### src/sv/assert_macros.svh
// Assertion macros for the RTL of the motion sensor block.
// Depends on a clock named clk and a synchronous reset named rst in scope.
`ifndef ASSERT_MACROS_SVH
`define ASSERT_MACROS_SVH

// Property checked at every rising edge outside of reset.
`define CHK_PROP(label, prop, msg) \
  label: assert property (@(posedge clk) disable iff (rst) (prop)) else $error(msg);

// Condition that must never be seen outside of reset.
`define CHK_NEVER(label, cond, msg) \
  label: assert property (@(posedge clk) disable iff (rst) !(cond)) else $error(msg);

`endif

### src/sv/pwdc_pkg.sv
// Package of the motion sensor warm-up and debounce block: state encoding,
// status codes, register map, reset values and the ms-to-seconds helper. No dependencies.
package pwdc_pkg;

  localparam int unsigned WARMUP_W   = 17;
  localparam int unsigned INTERVAL_W = 10;
  localparam int unsigned CONFIRM_W  = 4;
  localparam int unsigned COUNT_W    = 16;
  localparam int unsigned LEFT_W     = 8;
  localparam int unsigned STATUS_W   = 2;
  localparam int unsigned ADDR_W     = 4;
  localparam int unsigned DATA_W     = 32;

  // register indexes (byte address / 4)
  localparam logic [1:0] REG_ENABLE   = 2'd0;
  localparam logic [1:0] REG_WARMUP   = 2'd1;
  localparam logic [1:0] REG_INTERVAL = 2'd2;
  localparam logic [1:0] REG_CONFIRM  = 2'd3;

  localparam logic [WARMUP_W-1:0]   RST_WARMUP   = 17'd60000;
  localparam logic [INTERVAL_W-1:0] RST_INTERVAL = 10'd100;
  localparam logic [CONFIRM_W-1:0]  RST_CONFIRM  = 4'd3;

  // status codes on the result beat
  localparam logic [STATUS_W-1:0] ST_UNINIT   = 2'd0;
  localparam logic [STATUS_W-1:0] ST_WARM     = 2'd1;
  localparam logic [STATUS_W-1:0] ST_READY    = 2'd2;
  localparam logic [STATUS_W-1:0] ST_DISABLED = 2'd3;

  // x / 1000 as x * ceil(2^27 / 1000) >> 27, exact for x < 2^17
  localparam int unsigned        RECIP_SHIFT = 27;
  localparam int unsigned        RECIP_W     = 18;
  localparam logic [RECIP_W-1:0] RECIP_1000  = 18'd134218;
  localparam int unsigned        PROD_W      = WARMUP_W + RECIP_W;

  typedef enum logic [3:0] {
    MODE_UNINIT   = 4'b0001,
    MODE_WARM     = 4'b0010,
    MODE_READY    = 4'b0100,
    MODE_DISABLED = 4'b1000
  } mode_t;

  typedef struct packed {
    logic [STATUS_W-1:0] sensor_status;
    logic                motion;
    logic [COUNT_W-1:0]  motion_tally;
    logic                motion_rise;
    logic [LEFT_W-1:0]   warmup_left_s;
  } result_t;

  function automatic logic [LEFT_W-1:0] ms_to_s(input logic [WARMUP_W-1:0] ms);
    logic [PROD_W-1:0] prod;
    prod = {{RECIP_W{1'b0}}, ms} * {{WARMUP_W{1'b0}}, RECIP_1000};
    return prod[RECIP_SHIFT +: LEFT_W];
  endfunction

  function automatic logic [STATUS_W-1:0] mode_status(input mode_t m);
    logic [STATUS_W-1:0] st;
    unique case (m)
      MODE_UNINIT:   st = ST_UNINIT;
      MODE_WARM:     st = ST_WARM;
      MODE_READY:    st = ST_READY;
      MODE_DISABLED: st = ST_DISABLED;
      default:       st = ST_UNINIT;
    endcase
    return st;
  endfunction

endpackage

### src/sv/pir_warmup_debounce_counter_unit.sv
// Motion sensor warm-up and debounce counter: top level, single module.
// Depends on pwdc_pkg and assert_macros.svh.
//
// Usage: every input beat is one millisecond tick with the raw sensor pin
// level on pin_level; every tick yields exactly one result beat with status,
// debounced motion, rise count, rise pulse and remaining warm-up seconds.
// Both channels are valid/stall; a beat moves when valid is high and stall low.
// The first tick after reset starts warm-up (or disables the sensor when
// sensor_enable is 0). Registers sit on an APB-style port at 4*index; the
// user must write them only while no ticks are in flight; the block does not
// enforce this. The result is registered. Throughput: one tick per cycle
// while in_stall is low; the state update and the /1000 (a constant
// multiply) are combinational between the state registers and the result
// register. The result register is backed by a one-beat skid, so a stalled
// receiver does not hold up the input until both hold a beat; in_stall
// then rises and stays up until the receiver takes one. Reset clears the
// state, config registers to defaults, both valid flags; no clearing pass.
module pir_warmup_debounce_counter_unit (
  input  logic                         clk,
  input  logic                         rst,
  // tick input
  input  logic                         in_valid,
  output logic                         in_stall,
  input  logic                         pin_level,
  // result output
  output logic                         out_valid,
  input  logic                         out_stall,
  output logic [pwdc_pkg::STATUS_W-1:0] sensor_status,
  output logic                         motion,
  output logic [pwdc_pkg::COUNT_W-1:0]  motion_tally,
  output logic                         motion_rise,
  output logic [pwdc_pkg::LEFT_W-1:0]   warmup_left_s,
  // config port
  input  logic                         psel,
  input  logic                         penable,
  input  logic                         pwrite,
  input  logic [pwdc_pkg::ADDR_W-1:0]   paddr,
  input  logic [pwdc_pkg::DATA_W-1:0]   pwdata,
  output logic [pwdc_pkg::DATA_W-1:0]   prdata,
  output logic                         pready
);
  import pwdc_pkg::*;
  `include "assert_macros.svh"

  // config registers
  logic                  sensor_enable;
  logic [WARMUP_W-1:0]   warmup_ms;
  logic [INTERVAL_W-1:0] sample_interval_ms;
  logic [CONFIRM_W-1:0]  confirm_count;
  logic                  cfg_wr;
  logic [1:0]            cfg_idx;

  // block state
  mode_t                 mode, mode_next;
  logic [WARMUP_W-1:0]   warmup_elapsed, warmup_elapsed_next;
  logic [INTERVAL_W-1:0] since_sample, since_sample_next;
  logic [CONFIRM_W-1:0]  differ_run, differ_run_next;
  logic                  debounced_level, debounced_level_next;
  logic [COUNT_W-1:0]    rise_total, rise_total_next;
  logic                  first_sample_due, first_sample_due_next;

  // result slots
  result_t               res, out_q, skid_q;
  logic                  skid_valid;

  logic                  push, pop;
  logic                  rise;
  logic [WARMUP_W:0]     warm_inc;
  logic [INTERVAL_W:0]   since_inc;
  logic [CONFIRM_W:0]    run_inc;
  logic [WARMUP_W-1:0]   left_ms;

  assign pready  = 1'b1;
  assign cfg_idx = paddr[3:2];
  assign cfg_wr  = psel && penable && pwrite && pready;

  always_comb begin
    unique case (cfg_idx)
      REG_ENABLE:   prdata = {{(DATA_W-1){1'b0}}, sensor_enable};
      REG_WARMUP:   prdata = {{(DATA_W-WARMUP_W){1'b0}}, warmup_ms};
      REG_INTERVAL: prdata = {{(DATA_W-INTERVAL_W){1'b0}}, sample_interval_ms};
      REG_CONFIRM:  prdata = {{(DATA_W-CONFIRM_W){1'b0}}, confirm_count};
      default:      prdata = '0;
    endcase
  end

  always_ff @(posedge clk) begin
    if (rst) begin
      sensor_enable      <= 1'b1;
      warmup_ms          <= RST_WARMUP;
      sample_interval_ms <= RST_INTERVAL;
      confirm_count      <= RST_CONFIRM;
    end else if (cfg_wr) begin
      unique case (cfg_idx)
        REG_ENABLE:   sensor_enable      <= pwdata[0];
        REG_WARMUP:   warmup_ms          <= pwdata[WARMUP_W-1:0];
        REG_INTERVAL: sample_interval_ms <= pwdata[INTERVAL_W-1:0];
        REG_CONFIRM:  confirm_count      <= pwdata[CONFIRM_W-1:0];
        default: ;
      endcase
    end
  end

  // next state for one tick
  always_comb begin
    mode_next             = mode;
    warmup_elapsed_next   = warmup_elapsed;
    since_sample_next     = since_sample;
    differ_run_next       = differ_run;
    debounced_level_next  = debounced_level;
    rise_total_next       = rise_total;
    first_sample_due_next = first_sample_due;
    rise                  = 1'b0;
    warm_inc  = {1'b0, warmup_elapsed} + 1'b1;
    since_inc = {1'b0, since_sample} + 1'b1;
    run_inc   = {1'b0, differ_run} + 1'b1;

    unique case (mode)
      MODE_UNINIT: begin
        if (sensor_enable) begin
          mode_next           = MODE_WARM;
          warmup_elapsed_next = '0;
        end else begin
          mode_next = MODE_DISABLED;
        end
      end
      MODE_WARM: begin
        if (warm_inc > {1'b0, warmup_ms}) begin
          mode_next             = MODE_READY;
          since_sample_next     = '0;
          first_sample_due_next = 1'b1;
        end else begin
          warmup_elapsed_next = warm_inc[WARMUP_W-1:0];
        end
      end
      MODE_READY: begin
        if (first_sample_due || since_inc > {1'b0, sample_interval_ms}) begin
          first_sample_due_next = 1'b0;
          since_sample_next     = '0;
          if (pin_level != debounced_level) begin
            if (run_inc > {1'b0, confirm_count}) begin
              // run of differing samples long enough: adopt the level
              debounced_level_next = pin_level;
              differ_run_next      = '0;
              if (pin_level) begin
                rise_total_next = rise_total + 1'b1;
                rise            = 1'b1;
              end
            end else begin
              differ_run_next = run_inc[CONFIRM_W-1:0];
            end
          end else begin
            differ_run_next = '0;
          end
        end else begin
          since_sample_next = since_inc[INTERVAL_W-1:0];
        end
      end
      MODE_DISABLED: ;
      default: mode_next = MODE_UNINIT;
    endcase

    left_ms = warmup_ms - warmup_elapsed_next;
    res.sensor_status = mode_status(mode_next);
    res.motion        = (mode_next == MODE_READY) && debounced_level_next;
    res.motion_tally  = rise_total_next;
    res.motion_rise   = rise;
    res.warmup_left_s = (mode_next == MODE_WARM && warmup_ms > warmup_elapsed_next) ?
                        ms_to_s(left_ms) : '0;
  end

  assign push     = in_valid && !in_stall;
  assign pop      = out_valid && !out_stall;
  assign in_stall = skid_valid;

  always_ff @(posedge clk) begin
    if (rst) begin
      mode             <= MODE_UNINIT;
      warmup_elapsed   <= '0;
      since_sample     <= '0;
      differ_run       <= '0;
      debounced_level  <= 1'b0;
      rise_total       <= '0;
      first_sample_due <= 1'b1;
    end else if (push) begin
      mode             <= mode_next;
      warmup_elapsed   <= warmup_elapsed_next;
      since_sample     <= since_sample_next;
      differ_run       <= differ_run_next;
      debounced_level  <= debounced_level_next;
      rise_total       <= rise_total_next;
      first_sample_due <= first_sample_due_next;
    end
  end

  // result register with a one-beat skid behind it
  always_ff @(posedge clk) begin
    if (rst) begin
      out_valid  <= 1'b0;
      skid_valid <= 1'b0;
    end else if (pop || !out_valid) begin
      out_valid  <= skid_valid || push;
      skid_valid <= skid_valid && push;
    end else if (push) begin
      skid_valid <= 1'b1;
    end
  end

  always_ff @(posedge clk) begin
    if (pop || !out_valid) begin
      out_q <= skid_valid ? skid_q : res;
      if (push) begin
        skid_q <= res;
      end
    end else if (push) begin
      skid_q <= res;
    end
  end

  assign sensor_status = out_q.sensor_status;
  assign motion        = out_q.motion;
  assign motion_tally  = out_q.motion_tally;
  assign motion_rise   = out_q.motion_rise;
  assign warmup_left_s = out_q.warmup_left_s;

  `CHK_PROP(a_skid_behind_out, skid_valid |-> out_valid, "skid holds a beat while out is empty")
  `CHK_PROP(a_rise_ready, out_valid && motion_rise |-> motion && sensor_status == ST_READY, "rise")
  `CHK_PROP(a_left_warm, out_valid && warmup_left_s != '0 |-> sensor_status == ST_WARM, "stray left")
  `CHK_PROP(a_count_step, push && !rise |=> rise_total == $past(rise_total), "count moved")
endmodule
### config.mk
export PLATFORM = sky130hd
export DESIGN_NAME = pir_warmup_debounce_counter_unit
export DESIGN_NICKNAME = d
export VERILOG_FILES = /design/src/sv/pwdc_pkg.sv /design/src/sv/pir_warmup_debounce_counter_unit.sv
export VERILOG_INCLUDE_DIRS = /design/src /design/src/sv
export SDC_FILE = /design/constraint.sdc
export NUM_CORES = 1
export LEC_CHECK = 0
export BUFFER_PORTS_ARGS = -buffer_cell sky130_fd_sc_hd__buf_2
export CORE_MARGIN = 2
export CORE_UTILIZATION = 40
export DETAILED_ROUTE_END_ITERATION = 16
export SYNTH_ARGS = -nofsm -noshare
export SYNTH_HDL_FRONTEND = slang
export SYNTH_SLANG_ARGS = --single-unit
### constraint.sdc
create_clock -name clk -period 15.6 [get_ports clk]
set_clock_uncertainty 0.1 [all_clocks]
set_input_delay 3.12 -clock clk [delete_from_list [all_inputs] [get_ports clk]]
set_output_delay 3.12 -clock clk [all_outputs]
set_load 0.02 [all_outputs]
==> flow_metrics.tcl, run 1 <==
set metrics [dict create \
    worst_ep_arrival_time_ps 11400 \
    swShare 0.3507 \
    required_ps 15670 \
    grt_usage 0.1789 \
    cp-end-kind "register" \
    synthCells 1326 \
    grt_pass1_vias 8998 \
    portBuffers 73 \
    crit_start "warmup_elapsed[0]" \
    drt_iter0_markers 657 \
    wirelength_microns 27660 \
    timing.fmax_mhz 88.19 \
    dieArea_sq_mm 0.03148 \
    hp-start "sample_interval_ms[3]" \
    synth_top_area_frac 0.1913 \
    max-vdd-ir-drop_uv 77.87 \
    finalHoldViolations 0 \
    die_h_microns 177.4 \
    max_slew_margin 0.2575 \
    clkPwrFrac 0.327 \
    area_delta_synth_final_pct 10.61 \
    numCtsBuffers 17 \
    post-route-min-period_ps 11340 \
    worstSetupPathType "register to register" \
    detail_route.vias_per_cell 5.296 \
    avgSynthCellArea_sq_um 9.074 \
    drc 0 \
    ys_ff_latch 143 \
    core_area_sq_mm 0.02964 \
    final_max_slew_viol_count 0 \
    synthFlopType "dfxtp_1" \
    grt_max_degree 83 \
    grt_pass1_wl_microns 45530 \
    tightest_slew_ps 1100 \
    post-cts-setup-buffers 0 \
    cts-htree-levels 4 \
    worstPathMaxFanout 21 \
    final.period_utilization 0.7268 \
    vias 9448 \
    dr.pass1.iters 5 \
    slowest_stage "xnor2_1" \
    ys_warn_count 0 \
    power_density_mw_per_mm2 93.92 \
    total_power_mw 1.250 \
    reg2reg_from "warmup_elapsed[0]" \
    std_cell_rows 63 \
    wire_per_inst_microns 15.51 \
    rsz0062_at_grt "false" \
    cap_violations 0 \
    fp.dieW_microns 177.4 \
    p_int_mw 0.8115 \
    fillCellCount 2924 \
    final_common_cell "ha_1" \
    hold_path_class "register to register" \
    overflow 0 \
    outcome "finished clean" \
    diodes 0 \
    ctsResizeCount 0 \
    initial_core_util 0.4059 \
    setup_viol 0 \
    yosysSeqAreaShare 0.2845 \
    clock_latency_ps 420 \
    yosys.area.top_type "ha_1" \
    async_flop_share 0 \
    combPwrFrac 0.338 \
    syn-cell-area_sq_mm 0.01203 \
    start_kind "register" \
    postCtsHoldBufs 0 \
    power.share.sequential 0.335 \
    power_leakage_nw 6.087 \
    drive_above_1_share 0.1176 \
    clk_path_buf_depth 2 \
    synth.area.top_cells "ha_1, dfxtp_1, edfxtp_1, fa_1, inv_1" \
    synth_edf_count 56 \
    ys_types 74 \
    antenna_found_initial 0 \
    cts_tree "done" \
    mostFrequentLayoutCells "ha_1, inv_1, nand2_1, nor2_1, a21oi_1" \
    dpl.hpwl_microns 21130 \
    antenna_left 0 \
    max_stage_delay_ps 610 \
    place_congestion 0.8701 \
    io_pins 107 \
    clkTransAtPathRegs_ps 60 \
    tns_ps 0 \
    nets 1651 \
    cts-root-buf "clkbuf_16" \
    p_sw_mw 0.4383 \
    cts.sinks 143 \
]
-- layer usage --
layer | up-vias | share of wire | GRT usage
met1 | 4557 | 0.50 | 0.2561
li1 | 4703 | - | -
met4 | 0 | 0.011 | 0.03654
met3 | 20 | 0.041 | 0.02571
met5 | - | 0 | 0
met2 | 168 | 0.45 | 0.2865
-- cell families (layout without fill, tap and decap cells) --
| group | count (synthesis) | in the layout | synth area share |
|---|---|---|---|
| and+or+nand+nor | 368 | 368 | 0.1474 |
| other | 2 | 16 | 0.0006242 |
| DFF | 143 | 143 | 0.2845 |
| buffers and inverters | 218 | 272 | 0.07519 |
| muxes | 33 | 33 | 0.03078 |
| xor gates and xnor gates | 83 | 83 | 0.06042 |
| adders and majority gates | 226 | 226 | 0.2612 |
| AOI/OAI and AO/OA | 253 | 253 | 0.1399 |
-- layout make-up --
cell class              instances  area [sq um]  share of cell area
multi-input cells             979          7756              0.5828
flip-flops and latches        143          3423              0.2572
inverters                     151         566.8             0.04259
well taps                     390         488.0             0.03667
repair buffers                 89         485.5             0.03648
clock buffers                  18         439.2             0.03300
clock inverters                14         148.9             0.01119
-- power groups by stage --
| stage | clock (mW) | combinational, mW | sequential (mW) |
|---|---|---|---|
| after floorplan | 0 | 0.307 | 0.438 |
| after global placement | 0 | 0.416 | 0.427 |
| after detailed placement | 0 | 0.422 | 0.427 |
| after CTS | 0.414 | 0.428 | 0.419 |
| after global routing | 0.430 | 0.484 | 0.420 |
| final | 0.409 | 0.423 | 0.419 |
-- stage by stage --
step / cell area [sq um] / utilization / cells / hold WS, ps / setup slack [ps]
finish: 13310 / 0.4490 / 1784 / 352.7 / 4261
global route: 13310 / 0.4490 / 1784 / 368.8 / 3464
CTS: 13310 / 0.4490 / 1784 / 356.3 / 4250
detailed placement: 12720 / 0.4292 / 1752 / 347.7 / 4285
global placement: 12720 / 0.4292 / 1752 / 344.1 / 4406
floorplan: 12080 / - / 1340 / 336.3 / 5802
-- critical path, delay by kind of cell, from the launching register on --
kind,cells,cell delay (ps)
fa+ha+maj,9,3420
simple gates,12,2650
compound gates,11,2800
xor+xnor,2,800
buf+inv,6,590
mux,1,270
flops,1,460
-- cells in the mapped netlist, drive strengths merged (17+ instances only) --
| cell | count |
|---|---|
| clkbuf | 42 |
| dfxtp | 87 |
| nand2 | 103 |
| xor2 | 38 |
| a22oi | 21 |
| nand3 | 45 |
| buf | 25 |
| and3 | 17 |
| ha | 184 |
| inv | 149 |
| a21o | 21 |
| edfxtp | 56 |
| mux2 | 22 |
| nor3 | 19 |
| fa | 42 |
| xnor2 | 45 |
| nor2 | 94 |
| o21ai | 32 |
| a21oi | 90 |
| and2 | 17 |
| nand4 | 24 |
-- sequential cells by signal, indices dropped and copies added, names as in the netlist --
| name | cells |
|---|---|
| skid_q | 28 |
| warmup_elapsed | 17 |
| warmup_ms | 17 |
| motion_tally | 16 |
| rise_total | 16 |
| sample_interval_ms | 10 |
| since_sample | 10 |
| warmup_left_s | 8 |
| confirm_count | 4 |
| differ_run | 4 |
| mode | 4 |
| sensor_status | 2 |
| debounced_level | 1 |
| first_sample_due | 1 |
| in_stall | 1 |
| motion | 1 |
| motion_rise | 1 |
| out_valid | 1 |
| sensor_enable | 1 |
-- path summary, 6_finish.rpt --
path	cells after the start	slack, ps	endpoint
max	41	4260	warmup_left_s[7]
min	2	350	sample_interval_ms[3]
min reg2reg	2	350	sample_interval_ms[3]
max reg2reg	41	4260	warmup_left_s[7]
Note: power is estimated with default switching activity, not from simulation.
==> inputs of run 2 (changes only) <==
==> constraint.sdc (replaced) <==
create_clock -name clk -period 10.95 [get_ports clk]
set_clock_uncertainty 0.1 [all_clocks]
set_input_delay 2.19 -clock clk [delete_from_list [all_inputs] [get_ports clk]]
set_output_delay 2.19 -clock clk [all_outputs]
set_load 0.02 [all_outputs]
==> flow_metrics.tcl, run 2 (synthesis gave the netlist of run 1 again) <==
set metrics [dict create \
    wire_per_inst_microns 15.43 \
    io_pins 107 \
    drt_iter0_markers 571 \
    grt_max_degree 83 \
    diodes 0 \
    wirelength_microns 27910 \
    max_slew_margin 0.1890 \
    drive_above_1_share 0.1353 \
    dpl.hpwl_microns 21590 \
    cp_top_family "adder cells" \
    die_h_microns 177.4 \
    worstPathMaxFanout 8 \
    dr.pass1.iters 5 \
    timing.fmax_mhz 97.16 \
    drc 0 \
    detail_route.vias_per_cell 5.249 \
    dieArea_sq_mm 0.03148 \
    fin_util 0.4565 \
    grt_pass1_wl_microns 45170 \
    numCtsBuffers 17 \
    final_common_cell "ha_1" \
    start_kind "register" \
    grt_pass1_vias 9022 \
    final.period_utilization 0.9399 \
    clk_path_buf_depth 2 \
    regMostFlops "skid_q" \
    portBuffers 73 \
    core_area_sq_mm 0.02964 \
    power_leakage_nw 6.205 \
    cts.sinks 143 \
    postCtsHoldBufs 0 \
    initial_core_util 0.4059 \
    max-vdd-ir-drop_uv 107.7 \
    overflow 0 \
    worst_ep_arrival_time_ps 10360 \
    std_cell_rows 63 \
    worstSetupPathType "register to register" \
    post-route-min-period_ps 10290 \
    clkTransAtPathRegs_ps 70 \
    cts-root-buf "clkbuf_16" \
    mostFrequentLayoutCells "ha_1, inv_1, nand2_1, nor2_1, a21oi_1" \
    vias 9495 \
    clock_latency_ps 420 \
    tns_ps 0 \
    cap_violations 0 \
    nets 1676 \
    largestRegisters "skid_q (28), warmup_elapsed (17), warmup_ms (17)" \
    antenna_found_initial 0 \
    cts-htree-levels 4 \
    place_congestion 0.8761 \
    antenna_left 0 \
    outcome "finished clean" \
    tightest_slew_ps 1212 \
    finalHoldViolations 0 \
    final_max_slew_viol_count 0 \
    required_ps 11010 \
    path_common_cell "ha_1" \
    grt_usage 0.1784 \
    fp.dieW_microns 177.4 \
    hold_path_class "register to register" \
    path_buf_inv 3 \
    slowest_stage "fa_1" \
    max_stage_delay_ps 530 \
    power_density_mw_per_mm2 132.2 \
    cts_tree "done" \
    area_delta_synth_final_pct 12.46 \
    largest_reg_flops 28 \
    setup_viol 0 \
    cp-end-kind "register" \
]
[run 2: cell type report]
| type | instances | area, sq um |
|---|---|---|
| Fill cell | 2967 | 16110 |
| Inverter | 151 | 566.8 |
| Multi-Input combinational cell | 979 | 7780 |
| Tap cell | 390 | 488.0 |
| Clock buffer | 17 | 425.4 |
| Sequential cell | 143 | 3423 |
| Clock inverter | 15 | 173.9 |
| Timing Repair Buffer | 114 | 673.1 |
[run 2: per-stage QoR]
stage	cells	worst slack, ps	hold slack [ps]	total power [mW]	instance area [sq um]
after floorplan	1340	1152	336.3	1.062	12080
after global placement	1775	548.2	344.7	1.207	12890
after detailed placement	1775	463.5	350.2	1.215	12890
after CTS	1807	403.7	359.1	1.808	13490
after global routing	1809	-36.23	374.1	1.924	13530
final	1809	657.9	358.7	1.789	13530
[run 2: worst paths after layout]
kind,slack [ps],startpoint,cells after the start,to
worst max-delay path,660,warmup_elapsed[0],41,warmup_left_s[7]
worst min-delay path,360,sample_interval_ms[3],2,sample_interval_ms[3]
worst max register to register,660,warmup_elapsed[0],41,warmup_left_s[7]
worst min register to register,360,sample_interval_ms[3],2,sample_interval_ms[3]
[run 2: tightest hold or removal path: stages (launching register included)]
cell     delay, ps
dfxtp_1        310
nand2_1         50
a21oi_1         50
[run 2: power by group]
part,internal [mW],leakage (nW),switching [mW]
registers,0.586,1.31,0.0102
logic,0.246,4.61,0.360
clock network,0.326,0.290,0.261
[run 2: per-layer routing]
metal | track usage | part of all wire
met1 | 0.2603 | 0.50
met2 | 0.2820 | 0.45
met5 | 0 | 0
met4 | 0.03449 | 0.0071
met3 | 0.02421 | 0.038
[run 2: timing repair]
| action | CTS | global route |
|---|---|---|
| gates resized for setup | 0 | 4 |
| setup endpoints to repair | 0 | 11 |
| buffers inserted | 0 | 2 |
